==> src/sv/sis_pkg.sv <==
// Shared types, constants, coefficient table and saturation helpers.
// No dependencies; imported by every module of the synthesizer.
`timescale 1ns / 1ps

package sis_pkg;

    localparam int NUM_STAGES  = 28;
    localparam int MAX_STAGES  = 32;
    localparam int QUEUE_DEPTH = 64;

    localparam int STAGE_W = (NUM_STAGES > 1) ? $clog2(NUM_STAGES) : 1;
    localparam int QA_W    = $clog2(QUEUE_DEPTH);
    localparam int QC_W    = QA_W + 1;
    localparam int STEP_W  = 4;

    localparam logic [STEP_W-1:0] STEP_LAST = STEP_W'(9);

    // Request codes.
    localparam logic [1:0] REQ_TICK  = 2'd0;
    localparam logic [1:0] REQ_PUSH  = 2'd1;
    localparam logic [1:0] REQ_START = 2'd2;

    // Configuration register indexes.
    localparam logic [1:0] CFG_CPS = 2'd0;
    localparam logic [1:0] CFG_PAD = 2'd1;
    localparam logic [1:0] CFG_BUF = 2'd2;

    localparam logic [15:0] CPS_RESET = 16'd108;
    localparam logic [15:0] PAD_RESET = 16'd4410;
    localparam logic [19:0] BUF_RESET = 20'd65536;

    typedef struct packed {
        logic [1:0]  req_type;
        logic [31:0] timestamp;
    } sis_in_t;

    typedef struct packed {
        logic signed [22:0] pcm_sample;
        logic               last_sample;
        logic               queue_overflow;
    } sis_out_t;

    // Commands from the sequencer to the datapath.
    typedef struct packed {
        logic               start;
        logic               push;
        logic               sub;
        logic               evt;
        logic               filt;
        logic               tail;
        logic               link;
        logic               finish;
        logic [STEP_W-1:0]  step;
        logic [STAGE_W-1:0] stage;
    } sis_cmd_t;

    typedef struct packed {
        logic active;
        logic out_free;
    } sis_status_t;

    typedef logic signed [32:0] coef_t;
    typedef coef_t coef_row_t [5];

    localparam coef_t ONE = 33'sd1073741824;
    localparam coef_t TWO = 33'sd2147483648;

    // Nearest integer to (i + 0.h l) * 2^30, h and l nine decimal digits each.
    function automatic coef_t qf(input longint unsigned i, input longint unsigned h,
                                 input longint unsigned l);
        longint unsigned frac;
        frac = ((h << 30) + ((l << 30) / 64'd1000000000) + 64'd500000000)
               / 64'd1000000000;
        return coef_t'((i << 30) + frac);
    endfunction

    // High-pass section: b = 1, -2, 1.
    function automatic coef_row_t hp(input longint unsigned h1, input longint unsigned l1,
                                     input longint unsigned h2, input longint unsigned l2);
        coef_row_t r;
        r[0] = ONE;
        r[1] = -TWO;
        r[2] = ONE;
        r[3] = -qf(1, h1, l1);
        r[4] = qf(0, h2, l2);
        return r;
    endfunction

    // Order in each row: b0, b1, b2, a1, a2.
    localparam coef_row_t COEF_ROM [MAX_STAGES] = '{
        '{qf(0, 9053953, 112749067), -qf(0, 18107906, 225498134),
          qf(0, 9053953, 112749067), -qf(1, 979637479, 539993800),
          qf(0, 979842716, 618198300)},
        hp(981673613, 851291400, 981840024, 139423500),
        hp(983506166, 450813100, 983641081, 639581000),
        hp(985155486, 977734000, 985264857, 972096600),
        hp(986639892, 397609900, 986728548, 373465600),
        hp(987975869, 656543300, 988047728, 780995600),
        hp(989178258, 233558400, 989236498, 995740400),
        hp(990260414, 557890400, 990307615, 20683200),
        hp(991234360, 72709200, 991272611, 13174800),
        hp(992110914, 557119400, 992141911, 363654800),
        hp(992899816, 163347000, 992924933, 457620500),
        hp(993609829, 484899800, 993630181, 700993500),
        hp(994248842, 843328000, 994265333, 395753700),
        hp(994823955, 864898600, 994837317, 46939200),
        hp(995341558, 313204100, 995352383, 667335400),
        hp(995807401, 48457000, 995816171, 624917200),
        hp(996226659, 898122600, 996233765, 552482100),
        hp(996603993, 145807500, 996609749, 810532700),
        hp(996943593, 275137600, 996948256, 964543100),
        hp(997249233, 542087000, 997253011, 707283600),
        hp(997524309, 892146200, 997527370, 626528400),
        hp(997771878, 687279100, 997774358, 188793100),
        hp(997994690, 661298900, 997996699, 281127300),
        hp(998195221, 480505200, 998196848, 625601100),
        hp(998375699, 248846400, 998377017, 355245300),
        hp(998538129, 262999600, 998539197, 15852100),
        '{ONE, TWO, ONE, -qf(1, 960395132, 981931600), qf(0, 962397655, 153192800)},
        hp(985953901, 369927400, 986219511, 50537000),
        '{ONE, 33'sd0, 33'sd0, 33'sd0, 33'sd0},
        '{ONE, 33'sd0, 33'sd0, 33'sd0, 33'sd0},
        '{ONE, 33'sd0, 33'sd0, 33'sd0, 33'sd0},
        '{ONE, 33'sd0, 33'sd0, 33'sd0, 33'sd0}
    };

    function automatic logic signed [47:0] sat48(input logic signed [53:0] v);
        if (v[53:47] == {7{v[47]}})
            return v[47:0];
        return v[53] ? {1'b1, 47'd0} : {1'b0, {47{1'b1}}};
    endfunction

    function automatic logic signed [33:0] sat34(input logic signed [34:0] v);
        if (v[34] == v[33])
            return v[33:0];
        return v[34] ? {1'b1, 33'd0} : {1'b0, {33{1'b1}}};
    endfunction

    function automatic logic signed [22:0] sat23(input logic signed [40:0] v);
        if (v[40:22] == {19{v[22]}})
            return v[22:0];
        return v[40] ? {1'b1, 22'd0} : {1'b0, {22{1'b1}}};
    endfunction

endpackage

==> src/sv/sis_ctrl.sv <==
// Sequencer of the synthesizer: request decode, stage and step counters.
// Depends on sis_pkg; drives the datapath by sis_cmd_t.
`timescale 1ns / 1ps

module sis_ctrl (
    input  logic                 clk,
    input  logic                 rst_n,
    input  logic                 req_valid,
    input  logic [1:0]           req_type,
    output logic                 req_stall,
    input  sis_pkg::sis_status_t status,
    output sis_pkg::sis_cmd_t    cmd
);
    import sis_pkg::*;

    typedef enum logic [5:0] {
        ST_IDLE = 6'b000001,
        ST_SUB  = 6'b000010,
        ST_EVT  = 6'b000100,
        ST_FILT = 6'b001000,
        ST_TAIL = 6'b010000,
        ST_DONE = 6'b100000
    } sis_state_t;

    sis_state_t          state_reg, state_next;
    logic [STEP_W-1:0]   step_reg, step_next;
    logic [STAGE_W-1:0]  stage_reg, stage_next;
    logic                accept;

    assign req_stall = (state_reg != ST_IDLE);
    assign accept    = req_valid && !req_stall;

    always_comb
    begin
        state_next = state_reg;
        step_next  = step_reg;
        stage_next = stage_reg;
        cmd        = '0;
        cmd.step   = step_reg;
        cmd.stage  = stage_reg;
        case (state_reg)
            ST_IDLE:
            begin
                if (accept)
                begin
                    case (req_type)
                        REQ_START: cmd.start = 1'b1;
                        REQ_PUSH:  cmd.push = 1'b1;
                        REQ_TICK:
                        begin
                            if (status.active)
                                state_next = ST_SUB;
                        end
                        default: ;
                    endcase
                end
            end
            ST_SUB:
            begin
                cmd.sub    = 1'b1;
                state_next = ST_EVT;
            end
            ST_EVT:
            begin
                cmd.evt    = 1'b1;
                step_next  = '0;
                stage_next = '0;
                state_next = ST_FILT;
            end
            ST_FILT:
            begin
                cmd.filt = 1'b1;
                cmd.link = (stage_reg != '0);
                if (step_reg == STEP_LAST)
                begin
                    step_next = '0;
                    if (stage_reg == STAGE_W'(NUM_STAGES - 1))
                        state_next = ST_TAIL;
                    else
                        stage_next = stage_reg + 1'b1;
                end
                else
                begin
                    step_next = step_reg + 1'b1;
                end
            end
            ST_TAIL:
            begin
                cmd.tail = 1'b1;
                cmd.link = 1'b1;
                if (step_reg[0])
                    state_next = ST_DONE;
                else
                    step_next = step_reg + 1'b1;
            end
            ST_DONE:
            begin
                if (status.out_free)
                begin
                    cmd.finish = 1'b1;
                    state_next = ST_IDLE;
                end
            end
            default: state_next = ST_IDLE;
        endcase
    end

    always_ff @(posedge clk or negedge rst_n)
    begin
        if (!rst_n)
        begin
            state_reg <= ST_IDLE;
            step_reg  <= '0;
            stage_reg <= '0;
        end
        else
        begin
            state_reg <= state_next;
            step_reg  <= step_next;
            stage_reg <= stage_next;
        end
    end

endmodule

==> config.mk <==
export PLATFORM = sky130hd
export DESIGN_NAME = sis_ctrl
export DESIGN_NICKNAME = d
export VERILOG_FILES = /design/src/sv/sis_pkg.sv /design/src/sv/sis_ctrl.sv
export SDC_FILE = /design/constraint.sdc
export NUM_CORES = 1
export LEC_CHECK = 0
export BUFFER_PORTS_ARGS = -buffer_cell sky130_fd_sc_hd__buf_2
export CORE_ASPECT_RATIO = 1.25
export CORE_UTILIZATION = 51
export CTS_CLUSTER_SIZE = 30
export DETAILED_ROUTE_END_ITERATION = 7
export PLACE_DENSITY_LB_ADDON = 0.12
export RECOVER_POWER = 50
export SETUP_SLACK_MARGIN = 0.4
export SLEW_MARGIN = 10
export SYNTH_ARGS = -nofsm -noshare
export SYNTH_HDL_FRONTEND = slang
export SYNTH_SLANG_ARGS = --single-unit
export TNS_END_PERCENT = 5
==> constraint.sdc <==
create_clock -name clk -period 2.5 [get_ports clk]
set_clock_uncertainty 0.2 [all_clocks]
set_input_delay 0.25 -clock clk [delete_from_list [all_inputs] [get_ports clk]]
set_output_delay 0.25 -clock clk [all_outputs]
set_load 0.02 [all_outputs]
# --- Word-level counts from Yosys, hierarchy flattened ---
# Index checks and enable logic that the tools add are counted.
word_totals:
  ff_bits: 15
  word_cells: 60
classes:
  reduce_logical: 9
  eq_ne: 20
  n_addsub: 2
  mux: 25
op_table:
  columns: ["cell", "n"]
  rows:
  - ["6-bit 2-to-1 mux", 7]
  - ["6-bit case mux with 6 select lines", 1]
  - ["2-bit inequality test (second input constant)", 8]
  - ["4-bit case mux with 3 select lines", 1]
  - ["5-bit 2-to-1 mux", 2]
  - ["5-bit case mux with 2 select lines", 1]
  - ["1-bit 2-to-1 mux", 8]
  - ["4-bit 2-to-1 mux", 2]
  - ["7-bit AND reduction", 1]
  - ["6-bit by 1-bit equality test with 1-bit output (second input constant)", 1]
  - ["6-bit by 2-bit equality test with 1-bit output (second input constant)", 1]
  - ["6-bit by 3-bit equality test with 1-bit output (second input constant)", 1]
  - ["6-bit by 4-bit equality test with 1-bit output (second input constant)", 1]
  - ["6-bit by 5-bit equality test with 1-bit output (second input constant)", 1]
  - ["6-bit equality test (second input constant)", 1]
  - ["6-bit by 1-bit inequality test with 1-bit output (second input constant)", 1]
  - ["5-bit by 1-bit adder with 5-bit output (second input constant)", 1]
  - ["5-bit equality test (second input constant)", 1]
  - ["5-bit nonzero test", 1]
  - ["4-bit by 1-bit adder with 4-bit output (second input constant)", 1]
  - ["4-bit equality test (second input constant)", 1]
  - ["2-bit 2-to-1 mux", 2]
  - ["3-bit AND reduction", 1]
  - ["3-bit nonzero test", 1]
  - ["other kinds (9)", 9]

# --- Depth between registers and ports, before layout ---
logic_depth:
  word_depth: 5
  ltp_mapped: 6
  depth_no_buf: 6

# --- Least setup slack after synthesis ---
# No wires, ideal clock.
synth_timing:
  path_type: "reg-to-output"
  startpoint: "register state_reg[5]"
  endpoint: "output cmd[16] (netlist bit)"
  slack_ns: 0.358
  path_buffers: 0
  arrival_ns: 1.692
  stages_incl_launch_ff: 4
  cell_sequence: "dfrtp_1 nor4_1 nand3b_1 nor3_1"
synth_lines:
  columns: ["item", "line", "text"]
  rows:
  - ["start, declared", "sis_ctrl.sv:25", "sis_state_t state_reg, state_next;"]
  - ["start signal, assigned", "sis_ctrl.sv:118", "state_reg <= state_next;"]
  - ["end, declared", "sis_ctrl.sv:12", "output sis_pkg::sis_cmd_t cmd"]

# --- Worst setup path in the final report ---
layout_timing:
  startpoint: "register state_reg[3]"
  endpoint: "output req_stall"
layout_between:
  elab_chain_cells: 1
layout_rtl:
  columns: ["item", "line", "text"]
  rows:
  - ["6-bit by 1-bit inequality test with 1-bit output", "sis_ctrl.sv:30", "assign req_stall = (state_reg != ST_IDLE);"]
  - ["end, declared", "sis_ctrl.sv:10", "output logic req_stall,"]
# Every way passes these cells.

==> reports/metrics.yaml <==
cts_made_buffers: 3
critPathMaxStageDelay_ns: 0.44
cp-start-kind: "flop"
required_ns: 2.05
min_path_type: "input port to flop"
drv_cap: 0
arrival_ns: 1.69
grt_pass1_vias: 851
slowest_stage: "dfrtp_2"
wl_per_cell_um: 13.9
outcome: "complete, no violations"
netlist_area_sq_um: 965
setup_slack_ns: 0.360
hpwl_um: 1570
htree_levels: 1
clk_latency_ns: 0.27
dieArea_sq_mm: 0.00207
synthCells: 103
core_area_sq_mm: 0.00177
crit_family: "simple AND/OR/NAND/NOR gates"
final_cells: 161
final_util_pct: 71.4
period_minus_slack_ns: 2.14
finalMaxSlewViolations: 0
drc: 0
grt_max_degree: 16
vias: 924
wl_um: 2240
port_buffers: 24
area_delta_synth_final_pct: 30.7
critPathMaxFanout: 4
path_clk_slew_ns: 0.09
root_buffer: "clkbuf_4"
yosysWarningCount: 0
synth-simple-area-share_pct: 28.8
antenna_found_initial: 0
worst-setup-path-type: "flop to output pin"
synthXorXnorAreaFrac_pct: 0.908
dp.cells: 145
worst_pin_slew_ns: 0.821
start_util_pct: 54.6
yosysSeqAreaShare_pct: 39.0
irDropWorstVdd_mv: 0.387
rsz0062_at_grt: "true"
muxShareOfSynthArea_pct: 1.04
syn_nets: 115
tritoncts: "built"
place.gp.congestion: 0.728
die_width_um: 40.9
finalHoldViolations: 0
crit_chain: "nor4_1 > nand3b_1 > buf_4 > buf_2"
ys_types: 39
synthFlopType: "dfrtp_1"
initialDrtViolationCount: 20
pin_count: 25
drive_gt1_share_pct: 29.6
crit_buf_inv: 2
slew_headroom_pct: 45.3
cts.sinks: 15
largest_reg_flops: 6
async_reset_ff_share_pct: 100
ant_nets: 0
cts_buffer_depth: 2
ys_ff_latch: 15
first_pass_iters: 4
grt_pass1_wl_um: 3580
die_y_um: 50.6
synth_compound_area_share_pct: 19.3
crit_path_end_kind: "output pin"
num_rows: 17
leakage_uw: 0.000613
avgViaCountPerCell: 5.74
synth_top_family_by_area: "simple AND/OR/NAND/NOR gates"
finalInstanceArea_sq_mm: 0.00126
setup_viol: 0
setup-tns-final_ns: 0
synth-edff-count: 0
synthAdderAreaFrac_pct: 6.49
syn_avg_cell_area_sq_um: 9.37
period_share_pct: 85.6
pre_cts_slack_ns: 0.514
grt_usage_pct: 24.6
max_freq_ghz: 0.467
n_antenna_cell: 0
overflow: 0
placed_cell_area_sq_mm: 0.00111
final_nets: 155
power_density_mw_per_mm2: 520
-- per-layer routing --
layer | wire length [um] | vias to the layer above | global-route usage [%] | share of wire, %
li1 | - | 462 | - | -
met4 | 16 | 0 | 7.22 | 0.71
met3 | 74 | 2 | 2.65 | 3.3
met5 | 0 | - | 0 | 0
met2 | 1160 | 28 | 40.4 | 52
met1 | 989 | 432 | 32.5 | 44
-- metrics by stage --
step	hold WS (ns)	power, uW
6_report	0.110	656
5_1_grt	0.128	698
4_1_cts	0.104	649
3_5_place_dp	-0.0233	429
3_3_place_gp	-0.0306	425
2_1_floorplan	-0.246	384
-- area by class of cell --
type                       instances  area (sq um)
tap                               19          23.8
fill                             153           504
sequential                        15           382
timing repair buffer              36           221
multi-input combinational         77           571
inverter                          10          37.5
clock buffer                       4          26.3
-- path summary, 6_finish.rpt --
kind / slack (ns) / cells after the start / startpoint / to
max in group asynchronous: 1.17 / 2 / rst_n / state_reg[1]
min: 0.11 / 3 / status[1] / state_reg[0]
max reg2reg: 0.52 / 7 / state_reg[3] / state_reg[0]
min reg2reg: 0.37 / 1 / stage_reg[0] / stage_reg[0]
min in group asynchronous: 0.38 / 2 / rst_n / state_reg[5]
max: 0.36 / 4 / state_reg[3] / req_stall
-- power breakdown --
group	switching, uW	leakage [uW]	total (uW)	internal, uW
combinational	102	0.000399	233	130
clock	72.7	0.0000150	134	61.8
sequential	28.1	0.000199	289	261
-- worst register-to-register path, delay by kind of cell, from the launching register on --
kind                   cells  cell delay (ns)
flip-flops                 1             0.44
AO/OA/AOI/OAI              1             0.09
buffers and inverters      3             0.44
AND/OR/NAND/NOR            3             0.73
-- synth_stat cells (all sizes together), types with 2 or more instances --
master  instances  area share, %
a21o            2            1.6
a21oi           5            2.6
and3b           4            3.9
dfrtp          14             36
ha              5            6.5
inv            10            3.9
nand2          10            3.9
nand2b          2            1.3
nand3           2            1.0
nand3b          3            2.3
nand4           2            1.3
nor2            2           0.78
nor2b           4            2.6
nor4            4            4.2
o211ai          2            1.6
o21ai           8            4.2
or3             4            2.6
-- cells by family (layout without fill, tap and decap cells) --
family	count (synthesis)	in the layout
buffers and inverters	11	50
adder cells (fa/ha/maj)	5	5
XOR/XNOR	1	1
AO/OA/AOI/OAI	27	27
flip-flops	15	15
AND/OR/NAND/NOR	43	43
multiplexers	1	1
-- cell usage in the layout, fill, tap and decap left out, types with 2 or more instances in the layout --
cell           count
o21ai_0            8
clkbuf_1          10
ha_1               5
dfrtp_1           10
nand2_1           10
dlygate4sd3_1      2
nor4_1             2
buf_4             11
and3b_2            2
o211ai_1           2
nor2_1             2
or3_1              4
buf_2             13
nand3b_1           3
nor2b_1            4
nand2b_1           2
inv_1             10
clkbuf_4           3
nand4_1            2
a21o_1             2
dfrtp_2            4
and3b_1            2
nor4_4             2
nand3_1            2
a21oi_1            5
-- repair_timing --
action                                  in CTS  in global routing
hold endpoints to repair                    16                  0
hold buffers                                 2                  0
buffers inserted                             6                  4
resized for setup                            8                  4
endpoints found under the setup margin       5                  5
pin swaps                                    3                  3
Power figures use the tool's default switching activity.
